File: src/sv/spi_dfr_pkg.sv
// Types and constants for the SPI receive-buffer Ethernet deframer.
// No dependencies; used by all deframer modules and the testbench.
package spi_dfr_pkg;

   // Frame parsing phase; code 7 is unused and behaves as discard
   typedef enum logic [2:0] {
      PH_OUTER   = 3'd0,
      PH_START   = 3'd1,
      PH_INNER   = 3'd2,
      PH_RSVD    = 3'd3,
      PH_PAYLOAD = 3'd4,
      PH_TRAILER = 3'd5,
      PH_DISCARD = 3'd6
   } phase_type;

   typedef enum logic [1:0] {
      KIND_PAYLOAD    = 2'd0,
      KIND_HDR_ERROR  = 2'd1,
      KIND_BUFFER_END = 2'd2
   } kind_type;

   localparam logic [7:0]  START_BYTE     = 8'hAA;
   // header byte offsets
   localparam logic [15:0] POS_OUTER_HI   = 16'd2;
   localparam logic [15:0] POS_OUTER_LO   = 16'd3;
   localparam logic [15:0] POS_START_LO   = 16'd4;
   localparam logic [15:0] POS_START_HI   = 16'd7;
   localparam logic [15:0] POS_INNER_LO   = 16'd8;
   localparam logic [15:0] POS_INNER_HI   = 16'd9;
   localparam logic [15:0] POS_CHECK      = 16'd10;
   localparam logic [15:0] POS_HDR_END    = 16'd12;
   localparam logic [15:0] TRAILER_BYTES  = 16'd2;
   localparam logic [16:0] LEN_ADJUST     = 17'd10;
   localparam logic [16:0] FRAME_OVERHEAD = 17'd4;
   localparam logic [7:0]  FRAME_MAX      = 8'd255;

   typedef struct packed {
      logic [7:0] rx_byte;
      logic       buffer_end;
   } req_item_type;

   typedef struct packed {
      kind_type    kind;
      logic [7:0]  data_byte;
      logic [7:0]  frame_index;
      logic [15:0] payload_length;
      logic        last_of_frame;
      logic        buffer_done;
      logic        truncated;
   } rsp_item_type;

endpackage

File: src/sv/spi_dfr_if.sv
// Valid/ready channel interfaces for the deframer's byte input and result output.
// Depends on nothing; payload fields mirror spi_dfr_pkg item structs.
interface spi_dfr_req_if;
   logic       valid;
   logic       ready;
   logic [7:0] rx_byte;
   logic       buffer_end;

   modport source (output valid, output rx_byte, output buffer_end, input ready);
   modport sink   (input valid, input rx_byte, input buffer_end, output ready);
endinterface

interface spi_dfr_rsp_if;
   logic        valid;
   logic        ready;
   logic [1:0]  kind;
   logic [7:0]  data_byte;
   logic [7:0]  frame_index;
   logic [15:0] payload_length;
   logic        last_of_frame;
   logic        buffer_done;
   logic        truncated;

   modport source (output valid, output kind, output data_byte, output frame_index,
                   output payload_length, output last_of_frame, output buffer_done,
                   output truncated, input ready);
   modport sink   (input valid, input kind, input data_byte, input frame_index,
                   input payload_length, input last_of_frame, input buffer_done,
                   input truncated, output ready);
endinterface

File: src/sv/spi_dfr_in_reg.sv
// Input register of the deframer: holds one accepted byte transaction.
// Depends on spi_dfr_pkg.
module spi_dfr_in_reg (
   input  logic                      clock,
   input  logic                      reset,
   input  logic                      req_valid,
   output logic                      req_ready,
   input  spi_dfr_pkg::req_item_type req_item,
   input  logic                      advance,
   output logic                      item_valid,
   output spi_dfr_pkg::req_item_type item
);

   logic                      valid_ff;
   logic                      valid_in;
   spi_dfr_pkg::req_item_type item_ff;
   logic                      load;

   assign req_ready  = !valid_ff || advance;
   assign load       = req_valid && req_ready;
   assign valid_in   = load ? 1'b1 : (advance ? 1'b0 : valid_ff);
   assign item_valid = valid_ff;
   assign item       = item_ff;

   always_ff @(posedge clock) begin
      if (reset) begin
         valid_ff <= 1'b0;
      end else begin
         valid_ff <= valid_in;
      end
   end

   always_ff @(posedge clock) begin
      if (load) begin
         item_ff <= req_item;
      end
   end

endmodule

File: src/sv/spi_dfr_core.sv
// Frame parser of the deframer: header check, payload tracking and buffer end.
// Depends on spi_dfr_pkg.
module spi_dfr_core #(
   parameter int unsigned BUFFER_BYTES = 4096
) (
   input  logic                      clock,
   input  logic                      reset,
   input  logic                      step_en,
   input  spi_dfr_pkg::req_item_type item,
   output logic                      produce,
   output spi_dfr_pkg::rsp_item_type result
);

   localparam logic [16:0] BUF_LIMIT = 17'(BUFFER_BYTES);

   spi_dfr_pkg::phase_type phase_ff, phase_in;
   logic [15:0]            pos_ff, pos_in;
   logic [15:0]            outer_ff, outer_in;
   logic [15:0]            inner_ff, inner_in;
   logic                   start_ok_ff, start_ok_in;
   logic [7:0]             frame_count_ff, frame_count_in;

   logic [15:0] pos_inc;
   logic        have;
   logic        boundary;
   logic        was_discard;
   logic        header_ok;

   assign pos_inc = pos_ff + 16'd1;

   always_comb begin
      phase_in       = phase_ff;
      pos_in         = pos_ff;
      outer_in       = outer_ff;
      inner_in       = inner_ff;
      start_ok_in    = start_ok_ff;
      frame_count_in = frame_count_ff;
      have           = 1'b0;
      boundary       = 1'b0;
      header_ok      = 1'b0;
      was_discard    = 1'b0;
      result                = '0;
      result.kind           = spi_dfr_pkg::KIND_PAYLOAD;
      result.frame_index    = frame_count_ff;

      unique case (phase_ff) inside
         spi_dfr_pkg::PH_OUTER, spi_dfr_pkg::PH_START,
         spi_dfr_pkg::PH_INNER, spi_dfr_pkg::PH_RSVD: begin
            if (pos_ff == spi_dfr_pkg::POS_OUTER_HI) begin
               outer_in = {item.rx_byte, 8'h00};
            end else if (pos_ff == spi_dfr_pkg::POS_OUTER_LO) begin
               outer_in = {outer_ff[15:8], item.rx_byte};
            end else if (pos_ff >= spi_dfr_pkg::POS_START_LO &&
                         pos_ff <= spi_dfr_pkg::POS_START_HI) begin
               if (item.rx_byte != spi_dfr_pkg::START_BYTE) begin
                  start_ok_in = 1'b0;
               end
            end else if (pos_ff == spi_dfr_pkg::POS_INNER_LO) begin
               inner_in = {8'h00, item.rx_byte};
            end else if (pos_ff == spi_dfr_pkg::POS_INNER_HI) begin
               inner_in = {item.rx_byte, inner_ff[7:0]};
            end
            pos_in = pos_inc;
            if (pos_inc == spi_dfr_pkg::POS_CHECK) begin
               header_ok = start_ok_ff
                  && ({1'b0, inner_in} + spi_dfr_pkg::LEN_ADJUST == {1'b0, outer_ff})
                  && ({1'b0, outer_ff} + spi_dfr_pkg::FRAME_OVERHEAD <= BUF_LIMIT);
               if (!header_ok) begin
                  have        = 1'b1;
                  result.kind = spi_dfr_pkg::KIND_HDR_ERROR;
                  phase_in    = spi_dfr_pkg::PH_DISCARD;
                  pos_in      = '0;
               end else begin
                  phase_in = spi_dfr_pkg::PH_RSVD;
               end
            end else if (pos_inc >= spi_dfr_pkg::POS_HDR_END) begin
               phase_in = (inner_ff == '0) ? spi_dfr_pkg::PH_TRAILER
                                           : spi_dfr_pkg::PH_PAYLOAD;
               pos_in   = '0;
            end else if (pos_inc >= spi_dfr_pkg::POS_INNER_LO) begin
               phase_in = spi_dfr_pkg::PH_INNER;
            end else if (pos_inc >= spi_dfr_pkg::POS_START_LO) begin
               phase_in = spi_dfr_pkg::PH_START;
            end else begin
               phase_in = spi_dfr_pkg::PH_OUTER;
            end
         end
         spi_dfr_pkg::PH_PAYLOAD: begin
            have                  = 1'b1;
            result.data_byte      = item.rx_byte;
            result.payload_length = inner_ff;
            result.last_of_frame  = (pos_inc == inner_ff);
            pos_in                = pos_inc;
            if (pos_inc == inner_ff) begin
               phase_in = spi_dfr_pkg::PH_TRAILER;
               pos_in   = '0;
            end
         end
         spi_dfr_pkg::PH_TRAILER: begin
            pos_in = pos_inc;
            if (pos_inc >= spi_dfr_pkg::TRAILER_BYTES) begin
               boundary = 1'b1;
               if (frame_count_ff != spi_dfr_pkg::FRAME_MAX) begin
                  frame_count_in = frame_count_ff + 8'd1;
               end
               phase_in    = spi_dfr_pkg::PH_OUTER;
               pos_in      = '0;
               outer_in    = '0;
               inner_in    = '0;
               start_ok_in = 1'b1;
            end
         end
         default: begin
            // discard until the buffer closes
            was_discard = 1'b1;
         end
      endcase

      produce = have || item.buffer_end;

      if (item.buffer_end) begin
         if (!have) begin
            result                = '0;
            result.kind           = spi_dfr_pkg::KIND_BUFFER_END;
            result.frame_index    = frame_count_ff;
         end
         result.buffer_done = 1'b1;
         result.truncated   = !boundary && !was_discard;
         phase_in           = spi_dfr_pkg::PH_OUTER;
         pos_in             = '0;
         outer_in           = '0;
         inner_in           = '0;
         start_ok_in        = 1'b1;
         frame_count_in     = '0;
      end
   end

   always_ff @(posedge clock) begin
      if (reset) begin
         phase_ff       <= spi_dfr_pkg::PH_OUTER;
         pos_ff         <= '0;
         outer_ff       <= '0;
         inner_ff       <= '0;
         start_ok_ff    <= 1'b1;
         frame_count_ff <= '0;
      end else if (step_en) begin
         phase_ff       <= phase_in;
         pos_ff         <= pos_in;
         outer_ff       <= outer_in;
         inner_ff       <= inner_in;
         start_ok_ff    <= start_ok_in;
         frame_count_ff <= frame_count_in;
      end
   end

   a_payload_len_nonzero: assert property (@(posedge clock) disable iff (reset)
      phase_ff == spi_dfr_pkg::PH_PAYLOAD |-> inner_ff != '0)
      else $error("payload phase with zero inner length");

   a_payload_pos_bound: assert property (@(posedge clock) disable iff (reset)
      phase_ff == spi_dfr_pkg::PH_PAYLOAD |-> pos_ff < inner_ff)
      else $error("payload position ran past inner length");

   a_header_pos_bound: assert property (@(posedge clock) disable iff (reset)
      (phase_ff == spi_dfr_pkg::PH_OUTER || phase_ff == spi_dfr_pkg::PH_START ||
       phase_ff == spi_dfr_pkg::PH_INNER || phase_ff == spi_dfr_pkg::PH_RSVD)
      |-> pos_ff < spi_dfr_pkg::POS_HDR_END)
      else $error("header position out of range");

   a_buffer_end_clears: assert property (@(posedge clock) disable iff (reset)
      step_en && item.buffer_end
      |=> phase_ff == spi_dfr_pkg::PH_OUTER && pos_ff == '0 && frame_count_ff == '0)
      else $error("state not cleared after buffer end");

endmodule

File: src/sv/spi_dfr_out_reg.sv
// Result register of the deframer: holds one result transaction until taken.
// Depends on spi_dfr_pkg.
module spi_dfr_out_reg (
   input  logic                      clock,
   input  logic                      reset,
   input  logic                      load,
   input  spi_dfr_pkg::rsp_item_type load_item,
   output logic                      slot_free,
   output logic                      rsp_valid,
   input  logic                      rsp_ready,
   output spi_dfr_pkg::rsp_item_type rsp_item
);

   logic                      valid_ff;
   logic                      valid_in;
   spi_dfr_pkg::rsp_item_type item_ff;

   assign slot_free = !valid_ff || rsp_ready;
   assign valid_in  = load ? 1'b1 : (rsp_ready ? 1'b0 : valid_ff);
   assign rsp_valid = valid_ff;
   assign rsp_item  = item_ff;

   always_ff @(posedge clock) begin
      if (reset) begin
         valid_ff <= 1'b0;
      end else begin
         valid_ff <= valid_in;
      end
   end

   always_ff @(posedge clock) begin
      if (load) begin
         item_ff <= load_item;
      end
   end

endmodule

File: src/sv/spi_rx_ethernet_deframer.sv
// Top level of the SPI receive-buffer Ethernet deframer.
// Depends on spi_dfr_pkg, spi_dfr_if, spi_dfr_in_reg, spi_dfr_core, spi_dfr_out_reg.
//
//   channel    dir  payload                                     transaction
//   req_chan   in   rx_byte, buffer_end                         one buffer byte
//   rsp_chan   out  kind, data_byte, frame_index,               zero or one per byte
//                   payload_length, last_of_frame,
//                   buffer_done, truncated
//
// One byte per cycle unless a byte's result waits on a stalled result register.
// The parser state between the input and result registers updates as each byte advances.
// A byte with no result advances even while the result register is stalled.
// Synchronous reset returns the parser to the outer length phase, frame count zero.
module spi_rx_ethernet_deframer #(
   parameter int unsigned BUFFER_BYTES = 4096
) (
   input  logic          clock,
   input  logic          reset,
   spi_dfr_req_if.sink   req_chan,
   spi_dfr_rsp_if.source rsp_chan
);

   spi_dfr_pkg::req_item_type req_item;
   spi_dfr_pkg::req_item_type item;
   spi_dfr_pkg::rsp_item_type result;
   spi_dfr_pkg::rsp_item_type rsp_item;
   logic item_valid;
   logic produce;
   logic slot_free;
   logic advance;

   assign req_item.rx_byte    = req_chan.rx_byte;
   assign req_item.buffer_end = req_chan.buffer_end;

   // hold the byte while its result has nowhere to go
   assign advance = item_valid && (!produce || slot_free);

   spi_dfr_in_reg u_in_reg (
      .clock      (clock),
      .reset      (reset),
      .req_valid  (req_chan.valid),
      .req_ready  (req_chan.ready),
      .req_item   (req_item),
      .advance    (advance),
      .item_valid (item_valid),
      .item       (item)
   );

   spi_dfr_core #(
      .BUFFER_BYTES (BUFFER_BYTES)
   ) u_core (
      .clock   (clock),
      .reset   (reset),
      .step_en (advance),
      .item    (item),
      .produce (produce),
      .result  (result)
   );

   spi_dfr_out_reg u_out_reg (
      .clock     (clock),
      .reset     (reset),
      .load      (advance && produce),
      .load_item (result),
      .slot_free (slot_free),
      .rsp_valid (rsp_chan.valid),
      .rsp_ready (rsp_chan.ready),
      .rsp_item  (rsp_item)
   );

   assign rsp_chan.kind           = rsp_item.kind;
   assign rsp_chan.data_byte      = rsp_item.data_byte;
   assign rsp_chan.frame_index    = rsp_item.frame_index;
   assign rsp_chan.payload_length = rsp_item.payload_length;
   assign rsp_chan.last_of_frame  = rsp_item.last_of_frame;
   assign rsp_chan.buffer_done    = rsp_item.buffer_done;
   assign rsp_chan.truncated      = rsp_item.truncated;

endmodule

File: src/flat_wrapper.sv
// flat-port wrapper written by rule: the top's interface ports become plain ports
module spi_rx_ethernet_deframer_flat 
#(
   parameter int unsigned BUFFER_BYTES = 4096
)
  (clock, reset, req_chan_valid, req_chan_rx_byte, req_chan_buffer_end, req_chan_ready, rsp_chan_valid, rsp_chan_kind, rsp_chan_data_byte, rsp_chan_frame_index, rsp_chan_payload_length, rsp_chan_last_of_frame, rsp_chan_buffer_done, rsp_chan_truncated, rsp_chan_ready);
  spi_dfr_req_if req_chan_i ();
  spi_dfr_rsp_if rsp_chan_i ();
  input  logic clock;
  input  logic reset;
  input wire logic [$bits(req_chan_i.valid)-1:0] req_chan_valid;
  input wire logic [$bits(req_chan_i.rx_byte)-1:0] req_chan_rx_byte;
  input wire logic [$bits(req_chan_i.buffer_end)-1:0] req_chan_buffer_end;
  output wire logic [$bits(req_chan_i.ready)-1:0] req_chan_ready;
  output wire logic [$bits(rsp_chan_i.valid)-1:0] rsp_chan_valid;
  output wire logic [$bits(rsp_chan_i.kind)-1:0] rsp_chan_kind;
  output wire logic [$bits(rsp_chan_i.data_byte)-1:0] rsp_chan_data_byte;
  output wire logic [$bits(rsp_chan_i.frame_index)-1:0] rsp_chan_frame_index;
  output wire logic [$bits(rsp_chan_i.payload_length)-1:0] rsp_chan_payload_length;
  output wire logic [$bits(rsp_chan_i.last_of_frame)-1:0] rsp_chan_last_of_frame;
  output wire logic [$bits(rsp_chan_i.buffer_done)-1:0] rsp_chan_buffer_done;
  output wire logic [$bits(rsp_chan_i.truncated)-1:0] rsp_chan_truncated;
  input wire logic [$bits(rsp_chan_i.ready)-1:0] rsp_chan_ready;
  assign req_chan_i.valid = req_chan_valid;
  assign req_chan_i.rx_byte = req_chan_rx_byte;
  assign req_chan_i.buffer_end = req_chan_buffer_end;
  assign req_chan_ready = req_chan_i.ready;
  assign rsp_chan_valid = rsp_chan_i.valid;
  assign rsp_chan_kind = rsp_chan_i.kind;
  assign rsp_chan_data_byte = rsp_chan_i.data_byte;
  assign rsp_chan_frame_index = rsp_chan_i.frame_index;
  assign rsp_chan_payload_length = rsp_chan_i.payload_length;
  assign rsp_chan_last_of_frame = rsp_chan_i.last_of_frame;
  assign rsp_chan_buffer_done = rsp_chan_i.buffer_done;
  assign rsp_chan_truncated = rsp_chan_i.truncated;
  assign rsp_chan_i.ready = rsp_chan_ready;
  spi_rx_ethernet_deframer #(.BUFFER_BYTES(BUFFER_BYTES)) u_core (.clock(clock), .reset(reset), .req_chan(req_chan_i), .rsp_chan(rsp_chan_i));
endmodule
File: config.mk
export PLATFORM = sky130hd
export DESIGN_NAME = spi_rx_ethernet_deframer_flat
export DESIGN_NICKNAME = d
export VERILOG_FILES = /design/src/sv/spi_dfr_pkg.sv /design/src/sv/spi_dfr_if.sv /design/src/sv/spi_dfr_in_reg.sv /design/src/sv/spi_dfr_core.sv /design/src/sv/spi_dfr_out_reg.sv /design/src/sv/spi_rx_ethernet_deframer.sv /design/src/flat_wrapper.sv
export SDC_FILE = /design/constraint.sdc
export NUM_CORES = 1
export LEC_CHECK = 0
export BUFFER_PORTS_ARGS = -buffer_cell sky130_fd_sc_hd__buf_4
export CAP_MARGIN = 10
export CORE_UTILIZATION = 66
export CTS_CLUSTER_DIAMETER = 200
export CTS_CLUSTER_SIZE = 28
export DETAILED_ROUTE_END_ITERATION = 10
export GPL_ROUTABILITY_DRIVEN = 1
export GPL_TIMING_DRIVEN = 0
export PLACE_DENSITY = 0.95
export SYNTH_ARGS = -nofsm -noshare
export SYNTH_HDL_FRONTEND = slang
export SYNTH_SLANG_ARGS = --single-unit
File: constraint.sdc
create_clock -name clock -period 14.5 [get_ports clock]
set_input_delay 3.625 -clock clock [delete_from_list [all_inputs] [get_ports clock]]
set_output_delay 3.625 -clock clock [all_outputs]
set_load 0.02 [all_outputs]
==> flow_summary.toml, run 1 <==
[drt]
vias_per_cell = 6.87
antenna_left = 0
drt_first_pass_iters = 6
drt_iter0_drc = 674
wire_per_inst_um = 21.7
routed_wl_um = 20500
drc = 0
dr_total_vias = 6523

[global_route]
met1_usage_pct = 51.1
grt_max_degree = 38
grt_pass1_vias = 6088
antenna_found_initial = 0
met3_usage_pct = 8.50
gr-usage-met2_pct = 59.4
busiest_layer = "met2"
grt_pass1_wl_um = 32200
overflow = 0
grt_usage_pct = 38.3

[die]
start_util_pct = 69.0
dieArea_mm2 = 0.0108
num_rows = 36
dieHeight_um = 104
io_pins = 52
core-area_mm2 = 0.00991
die_x_um = 104

[sta]
finalMaxSlewViolations = 0
min_period_over_period_pct = 70.8
skew_ns = 0.00927
tightest_slew_ns = 1.11
min_period_ns = 10.26
setup_violations = 0
maxSlewHeadroom_pct = 25.5
clock.fmax_ghz = 0.0975
rsz0062_at_grt = "no"
finalHoldViolCount = 0
fin_setup_tns_ns = 0

[clock_tree]
post_cts_buffers = 0
cts.repair.resized = 0
cts.sinks = 108
cts_buffers = 9
clk_latency_ns = 0.39
root_buffer = "clkbuf_8"
h-tree-depth = 3
clk_path_buf_depth = 2
cts_tree = "built"
holdBufCountCts = 0
path_clk_slew_ns = 0.11

[critical_path]
path_max_fanout = 10
startpoint = "u_core.u_core.pos_ff[0]"
critical_path_arrival_ns = 6.64
endpoint_kind = "output port"
reg2reg_slack_ns = 7.70
start_kind = "register"
reg2reg_from = "u_core.u_core.pos_ff[0]"
crit_required_ns = 10.88
worstSetupPathType = "reg2out"

[power]
combPwrFrac_pct = 8.3
power_density_mw_per_mm2 = 76.8
switching_power_mw = 0.153
switching_share_pct = 26.2
p_clk_share_pct = 36.3
internal_power_mw = 0.433
ir_drop_mv = 0.0605
power_frac_seq_pct = 55.5
leakagePower_nw = 2.86

[yosys]
ys_types = 77
async_flop_share_pct = 0
syn_area_mm2 = 0.00683
seq_area_frac_synth_pct = 38.4
synth.top_cell.area_share_pct = 20.2
synth_warnings = 0
yosys-top-cells-area = "edfxtp_1 20%, dfxtp_1 18%, xnor2_1 4.0%"
synth-seq-cells = 108
synth.largest_area_cell = "edfxtp_1"
syn_inst = 749
syn_nets = 768
syn_avg_cell_area_um2 = 9.12
ys.flop_type = "dfxtp_1"
synth_edf_count = 46

[placed_design]
dp_hpwl_um = 14800
io_buffer_count = 51
gp_congestion = 1.03
dpl.cell_count = 933

[outcome]
status = "finished, final reports clean"

[layout]
drive_gt1_share_pct = 14.5
fin_cells = 949
antenna_cells = 0
syn_to_final_growth_pct = 11.6
nets = 830

[hold_path]
hold_class = "reg2reg"
hp-start = "u_core.u_core.frame_count_ff[7]"

[flow_run]
max-cap-violations = 0
## critical path, stage by stage, from the launching register on
cell and delay, ns:
dfxtp_1 0.34, clkbuf_1 0.23, inv_1 0.15, ha_1 0.25, nor4b_1 0.55, and4_1 0.28
clkbuf_1 0.31, buf_2 0.33, nand2_1 0.09, nand2_1 0.12, ha_1 0.41, o21ai_0 0.34
nor3_1 0.30, xnor2_1 0.15, o22ai_1 0.11, xnor2_1 0.39, o2111ai_1 0.35, nor4_1 0.36
nor3_1 0.16, o31ai_1 0.66, or2_2 0.23, buf_4 0.13
## path summary, 6_finish.rpt
path | depth (start not counted) | endpoint
worst max-delay path | 21 | req_chan_ready
worst min-delay path | 0 | u_core.u_out_reg.rsp_item[26]
worst max register to register | 20 | u_core.u_in_reg.item[2]
worst min register to register | 0 | u_core.u_out_reg.rsp_item[26]
## area by class of cell
type	count	area, um2
Timing Repair Buffer	51	383
Buffer	64	288
Fill cell	710	2280
Multi-Input combinational cell	567	3890
Tap cell	133	166
Clock inverter	6	90.1
Sequential cell	108	2620
Clock buffer	10	149
Inverter	10	37.5
## power by group through the flow
stage / Sequential (mW) / Combinational (mW) / Clock (mW)
4_1_cts: 0.325 / 0.0469 / 0.211
2_1_floorplan: 0.334 / 0.0265 / 0
3_3_place_gp: 0.332 / 0.0451 / 0
5_1_grt: 0.326 / 0.0506 / 0.221
6_report: 0.325 / 0.0484 / 0.213
3_5_place_dp: 0.332 / 0.0466 / 0
## logic make-up after synthesis
group                    count (synthesis)  synth area share (%)
AND/OR/NAND/NOR                        336                  28.5
AO/OA/AOI/OAI                          142                  15.6
flip-flops                             108                  38.4
buffers and inverters                   74                  4.76
XOR/XNOR                                50                  6.61
multiplexers                            33                  5.02
adder cells (fa/ha/maj)                  6                  1.10
## cell usage after synthesis (8+ instances only)
master	number
nor2_1	40
nand2b_1	16
a22o_1	23
nor4_1	13
o21ai_0	22
inv_1	10
dfxtp_1	62
clkbuf_1	42
nand4b_1	8
or3_1	8
nor2b_1	16
buf_2	14
mux2_2	8
mux2i_1	23
o31ai_1	8
and4_1	10
nand3_1	37
xnor2_1	31
nor3_1	21
nand4_1	28
nand2_1	62
a21oi_1	21
xor2_1	18
edfxtp_1	46
and3_1	32
## metal layers
| metal | up-vias | routed length, um |
|---|---|---|
| met5 | - | 0 |
| met4 | 0 | 826 |
| met3 | 80 | 2440 |
| met2 | 472 | 9130 |
| met1 | 3051 | 8150 |
| li1 | 2920 | - |
## sequential cells by signal, summed over array words and instances, names as in the netlist
register                      flops
u_core.u_out_reg.rsp_valid        1
u_core.u_core.inner_ff           16
u_core.u_in_reg.item              9
u_core.u_core.frame_count_ff      8
u_core.u_core.pos_ff             16
u_core.u_in_reg.item_valid        1
u_core.u_core.outer_ff           16
u_core.u_core.phase_ff            3
u_core.u_core.start_ok_ff         1
u_core.u_out_reg.rsp_item        37
## placed cells by master (no fill, tap or decap), drive strengths merged, types with 12 or more instances in the layout
master,Yosys,routed
inv,10,12
and3,32,32
nor3,22,22
xor2,18,18
mux2i,23,23
clkbuf,42,52
a22o,23,23
a21oi,22,22
nor2b,16,16
o21ai,27,27
nand4,29,29
xnor2,31,31
nand3,38,38
nand2,64,64
nand2b,16,16
nor2,40,40
dfxtp,62,62
edfxtp,46,46
nor4,17,17
buf,22,73
## per-stage QoR
stage	power, mW	area, um2	hold slack (ns)	util, %	setup WS, ns
6_report	0.586	7630	0.503	77.0	4.24
5_1_grt	0.598	7630	0.529	77.0	3.84
4_1_cts	0.583	7630	0.499	77.0	4.54
3_5_place_dp	0.378	7390	0.467	74.6	5.01
3_3_place_gp	0.377	7380	0.471	74.5	5.18
2_1_floorplan	0.361	6830	0.444	-	6.52
(Power assumes the default switching activity.)
==> run 2: changes to the inputs <==
--- a/config.mk
+++ b/config.mk
@@ -7,13 +7,13 @@
 export LEC_CHECK = 0
 export BUFFER_PORTS_ARGS = -buffer_cell sky130_fd_sc_hd__buf_4
 export CAP_MARGIN = 10
-export CORE_UTILIZATION = 66
+export CORE_UTILIZATION = 55
 export CTS_CLUSTER_DIAMETER = 200
 export CTS_CLUSTER_SIZE = 28
 export DETAILED_ROUTE_END_ITERATION = 10
 export GPL_ROUTABILITY_DRIVEN = 1
 export GPL_TIMING_DRIVEN = 0
-export PLACE_DENSITY = 0.95
+export PLACE_DENSITY = 0.86
 export SYNTH_ARGS = -nofsm -noshare
 export SYNTH_HDL_FRONTEND = slang
 export SYNTH_SLANG_ARGS = --single-unit
==> constraint.sdc (replaced) <==
create_clock -name clock -period 9.25 [get_ports clock]
set_input_delay 2.3125 -clock clock [delete_from_list [all_inputs] [get_ports clock]]
set_output_delay 2.3125 -clock clock [all_outputs]
set_load 0.02 [all_outputs]
==> flow_summary.toml, run 2 (same netlist as run 1, synthesis figures left out) <==
[power]
leakagePower_nw = 2.90
internal_power_mw = 0.727
ir_drop_mv = 0.0914
power_frac_seq_pct = 52.1
combPwrFrac_pct = 7.7
power_density_mw_per_mm2 = 126
switching_share_pct = 25.5
p_clk_share_pct = 40.2
switching_power_mw = 0.249

[drt]
routed_wl_um = 19500
antenna_left = 0
drc = 0
dr_total_vias = 6320
wire_per_inst_um = 19.9
vias_per_cell = 6.42
drt_first_pass_iters = 5
drt_iter0_drc = 827

[critical_path]
worst_path_largest_cell_delay_ns = 0.68
cp_cell_sequence = "clkbuf_1 -> inv_1 -> ha_1 -> nor4b_1 -> and4_1 -> clkbuf_1 -> buf_2 -> nand2_1 -> nand2_1 -> ha_1 -> o21ai_0 -> nor3_1 -> xnor2_1 -> o22ai_1 -> xnor2_1 -> o2111ai_1 -> nor4_1 -> nor3_1 -> o31ai_1 -> or2_2 -> buf_4"
worstSetupPathType = "reg2out"
slowest_stage = "o31ai_1"
critical_path_arrival_ns = 6.44
crit_required_ns = 6.94
path_max_fanout = 10
start_kind = "register"
endpoint_kind = "output port"

[sta]
rsz0062_at_grt = "no"
min_period_over_period_pct = 94.7
min_period_ns = 8.76
whs_ns = 0.515
finalMaxSlewViolations = 0
maxSlewHeadroom_pct = 24.2
clock.fmax_ghz = 0.114
tightest_slew_ns = 1.13
fin_setup_tns_ns = 0
skew_ns = 0.00901
finalHoldViolCount = 0
setup_violations = 0

[outcome]
status = "finished, final reports clean"

[global_route]
grt_pass1_wl_um = 30800
overflow = 0
grt_pass1_vias = 5660
grt_max_degree = 38
grt_usage_pct = 31.2
antenna_found_initial = 0

[placed_design]
io_buffer_count = 51
gp_congestion = 0.994
dpl.cell_count = 968
dp_hpwl_um = 14000

[layout]
nets = 830
drive_gt1_share_pct = 14.5
syn_to_final_growth_pct = 13.2
antenna_cells = 0
final_cell_mix = "62 x nand2_1, 62 x dfxtp_1, 53 x buf_4, 46 x edfxtp_1, 42 x clkbuf_1"
largest_register_ffs = 37
fin_cells = 984

[hold_path]
hold_class = "reg2reg"

[flow_run]
max-cap-violations = 0

[die]
die_x_um = 113
dieHeight_um = 113
dieArea_mm2 = 0.0129
num_rows = 40
core-area_mm2 = 0.0121
start_util_pct = 56.7
io_pins = 52

[clock_tree]
cts.sinks = 108
clk_path_buf_depth = 2
path_clk_slew_ns = 0.08
h-tree-depth = 3
cts_buffers = 9
holdBufCountCts = 0
clk_latency_ns = 0.37
cts_tree = "built"
root_buffer = "clkbuf_16"
cts.repair.resized = 0
post_cts_buffers = 0
## run 2: cell types whose count changed in the layout (fill, tap and decap cells not counted)
cell	previous run	this run
clkinv_4	0	1
clkinvlp_4	1	0
clkinv_8	2	1
bufinv_16	1	0
clkbuf_16	1	9
clkbuf_8	9	1
inv_6	1	3
## run 2: final cells by class
cell class	count	area, um2
Fill cell	999	4330
Multi-Input combinational cell	567	3890
Sequential cell	108	2620
Timing Repair Buffer	51	383
Buffer	64	288
Clock buffer	10	239
Tap cell	168	210
Clock inverter	6	62.6
Inverter	10	37.5
## run 2: power groups by stage
stage,registers (mW),logic [mW],clock network (mW)
6_report,0.509,0.0751,0.392
5_1_grt,0.510,0.0796,0.416
4_1_cts,0.509,0.0734,0.396
3_5_place_dp,0.520,0.0731,0
3_3_place_gp,0.520,0.0718,0
2_1_floorplan,0.524,0.0415,0
## run 2: final timing paths
path | cells past startpoint | endpoint | slack, ns | startpoint
worst max register to register | 20 | u_core.u_in_reg.item[3] | 2.58 | u_core.u_core.pos_ff[0]
worst max-delay path | 21 | req_chan_ready | 0.49 | u_core.u_core.pos_ff[0]
worst min-delay path | 2 | u_core.u_core.outer_ff[3] | 0.52 | u_core.u_core.outer_ff[3]
worst min register to register | 2 | u_core.u_core.outer_ff[3] | 0.52 | u_core.u_core.outer_ff[3]
## run 2: routing by layer
metal / global-route usage (%) / vias to the layer above / part of all wire (%)
li1: - / 2929 / -
met1: 41.3 / 2988 / 41
met2: 49.8 / 352 / 46
met3: 7.55 / 51 / 9.6
met4: 11.1 / 0 / 2.7
met5: 0 / - / 0
## run 2: metrics by stage
| step | total power [mW] | worst slack (ns) | area, um2 | utilization (%) |
|---|---|---|---|---|
| 5_1_grt | 1.01 | 0.0967 | 7740 | 64.1 |
| 4_1_cts | 0.979 | 0.651 | 7740 | 64.1 |
| 3_3_place_gp | 0.592 | 1.34 | 7430 | 61.6 |
| 6_report | 0.976 | 0.494 | 7740 | 64.1 |
| 3_5_place_dp | 0.593 | 1.09 | 7430 | 61.6 |
| 2_1_floorplan | 0.566 | 2.58 | 6830 | - |
## run 2: worst max-delay path, delay by kind of cell, from the launching register on
kind | cells | cell delay, ns
xor gates and xnor gates | 2 | 0.30
AOI/OAI and AO/OA | 4 | 1.55
buffers and inverters | 5 | 1.13
and+or+nand+nor | 8 | 2.14
adders and majority gates | 2 | 0.62
DFF | 1 | 0.34
==> run 3: changes to the inputs <==
--- a/config.mk
+++ b/config.mk
@@ -7,6 +7,7 @@
 export LEC_CHECK = 0
 export BUFFER_PORTS_ARGS = -buffer_cell sky130_fd_sc_hd__buf_4
 export CAP_MARGIN = 10
+export CORE_ASPECT_RATIO = 1.1
 export CORE_UTILIZATION = 55
 export CTS_CLUSTER_DIAMETER = 200
 export CTS_CLUSTER_SIZE = 28
==> flow_summary.toml, run 3 (same netlist as run 1, synthesis figures left out) <==
[layout]
largest_register_ffs = 37
drive_gt1_share_pct = 14.5
syn_to_final_growth_pct = 13.0
finish.utilization_pct = 63.9
antenna_cells = 0
finalInstanceArea_mm2 = 0.00772
final_cell_mix = "62 x nand2_1, 62 x dfxtp_1, 53 x buf_4, 46 x edfxtp_1, 42 x clkbuf_1"
nets = 830

[die]
core-area_mm2 = 0.0121
dieArea_mm2 = 0.0129
num_rows = 42
die_x_um = 108
io_pins = 52
start_util_pct = 56.5
dieHeight_um = 119

[critical_path]
endpoint_kind = "output port"
slowest_stage = "o31ai_1"
path_buf_inv = 5
r2r_end = "u_core.u_in_reg.item[2]"
cp_cell_sequence = "clkbuf_1 -> inv_1 -> ha_1 -> nor4b_1 -> and4_1 -> clkbuf_1 -> buf_2 -> nand2_1 -> nand2_1 -> ha_1 -> o21ai_0 -> nor3_1 -> xnor2_1 -> o22ai_1 -> xnor2_1 -> o2111ai_1 -> nor4_1 -> nor3_1 -> o31ai_1 -> or2_2 -> buf_4"
start_kind = "register"
rr_worst_depth = 20
reg2reg_slack_ns = 2.68
crit_required_ns = 6.94
worstSetupPathType = "reg2out"
worst_path_largest_cell_delay_ns = 0.67
crit_family = "simple AND/OR/NAND/NOR gates"
reg2reg_from = "u_core.u_core.pos_ff[0]"
critical_path_arrival_ns = 6.37
path_max_fanout = 10

[sta]
setup_ws_ns = 0.566
finalHoldViolCount = 0
skew_ns = 0.0121
setup_violations = 0
rsz0062_at_grt = "no"
min_period_ns = 8.68
maxSlewHeadroom_pct = 26.2
fin_setup_tns_ns = 0
min_period_over_period_pct = 93.9
finalMaxSlewViolations = 0
tightest_slew_ns = 1.10
whs_ns = 0.516
clock.fmax_ghz = 0.115

[flow_run]
max-cap-violations = 0

[drt]
vias_per_cell = 6.60
drt_first_pass_iters = 6
drc = 0
drt_iter0_drc = 687
dr_total_vias = 6403
routed_wl_um = 20000
wire_per_inst_um = 20.6
antenna_left = 0

[power]
ir_drop_mv = 0.123
power_density_mw_per_mm2 = 128
leakagePower_nw = 2.90

[clock_tree]
cts.repair.resized = 0
cts_buffers = 9
h-tree-depth = 3
clk_path_buf_depth = 2
clk_latency_ns = 0.37
root_buffer = "clkbuf_16"
holdBufCountCts = 0
path_clk_slew_ns = 0.08
post_cts_buffers = 0
cts.sinks = 108
cts_tree = "built"

[hold_path]
hold_class = "reg2reg"
hold_depth = 0
min_to = "u_core.u_out_reg.rsp_item[20]"
hp-start = "u_core.u_core.frame_count_ff[1]"

[placed_design]
place_area_mm2 = 0.00742
io_buffer_count = 51
dp_hpwl_um = 14100
gp_congestion = 0.982
post-place-ws_ns = 1.09

[global_route]
antenna_found_initial = 0
overflow = 0
grt_pass1_wl_um = 31400
grt_pass1_vias = 5842
grt_max_degree = 38
grt_usage_pct = 31.8

[outcome]
status = "finished, final reports clean"
[run 3: through the flow]
stage               cells  total power [mW]
global route          970              1.01
floorplan             749             0.566
finish                970             0.989
detailed placement    954             0.592
global placement      954             0.591
CTS                   970             0.986
[run 3: layer usage]
metal  part of all wire [%]  track usage, %  up-vias
met5                      0               0        -
met4                    4.3            17.9        0
met3                    9.1            5.04       68
met2                     45            49.2      375
met1                     41            42.1     3036
li1                       -               -     2924
[run 3: how the worst max path moves through the flow]
stage / from / endpoint / slack (ns) / cells after the start
after floorplan: u_core.u_core.pos_ff[0] / req_chan_ready / 2.58 / 20
after global placement: u_core.u_core.pos_ff[0] / req_chan_ready / 1.30 / 21
after detailed placement: u_core.u_core.pos_ff[0] / req_chan_ready / 1.09 / 21
after CTS: u_core.u_core.pos_ff[0] / req_chan_ready / 0.63 / 21
after global routing: u_core.u_core.pos_ff[0] / req_chan_ready / 0.06 / 21
final: u_core.u_core.pos_ff[0] / req_chan_ready / 0.57 / 21
[run 3: final cells by class]
type                       count  area, um2
multi-input combinational    567       3890
timing repair buffer          51        383
sequential                   108       2620
fill                        1045       4360
clock inverter                 7       81.3
tap                          154        193
inverter                      10       37.5
clock buffer                   9        225
buffer                        64        288
[run 3: worst reg2reg max path: cells and delay by family, from the launching register on]
family | cells | cell delay [ns]
AO/OA/AOI/OAI | 5 | 1.94
XOR/XNOR | 2 | 0.46
adder cells (fa/ha/maj) | 2 | 0.60
buffers and inverters | 4 | 1.00
flip-flops | 1 | 0.34
AND/OR/NAND/NOR | 7 | 1.87
[run 3: power breakdown]
part           internal [mW]  switching (mW)
Combinational         0.0254          0.0486
Sequential             0.504         0.00541
Clock                  0.215           0.191
Total                  0.744           0.245
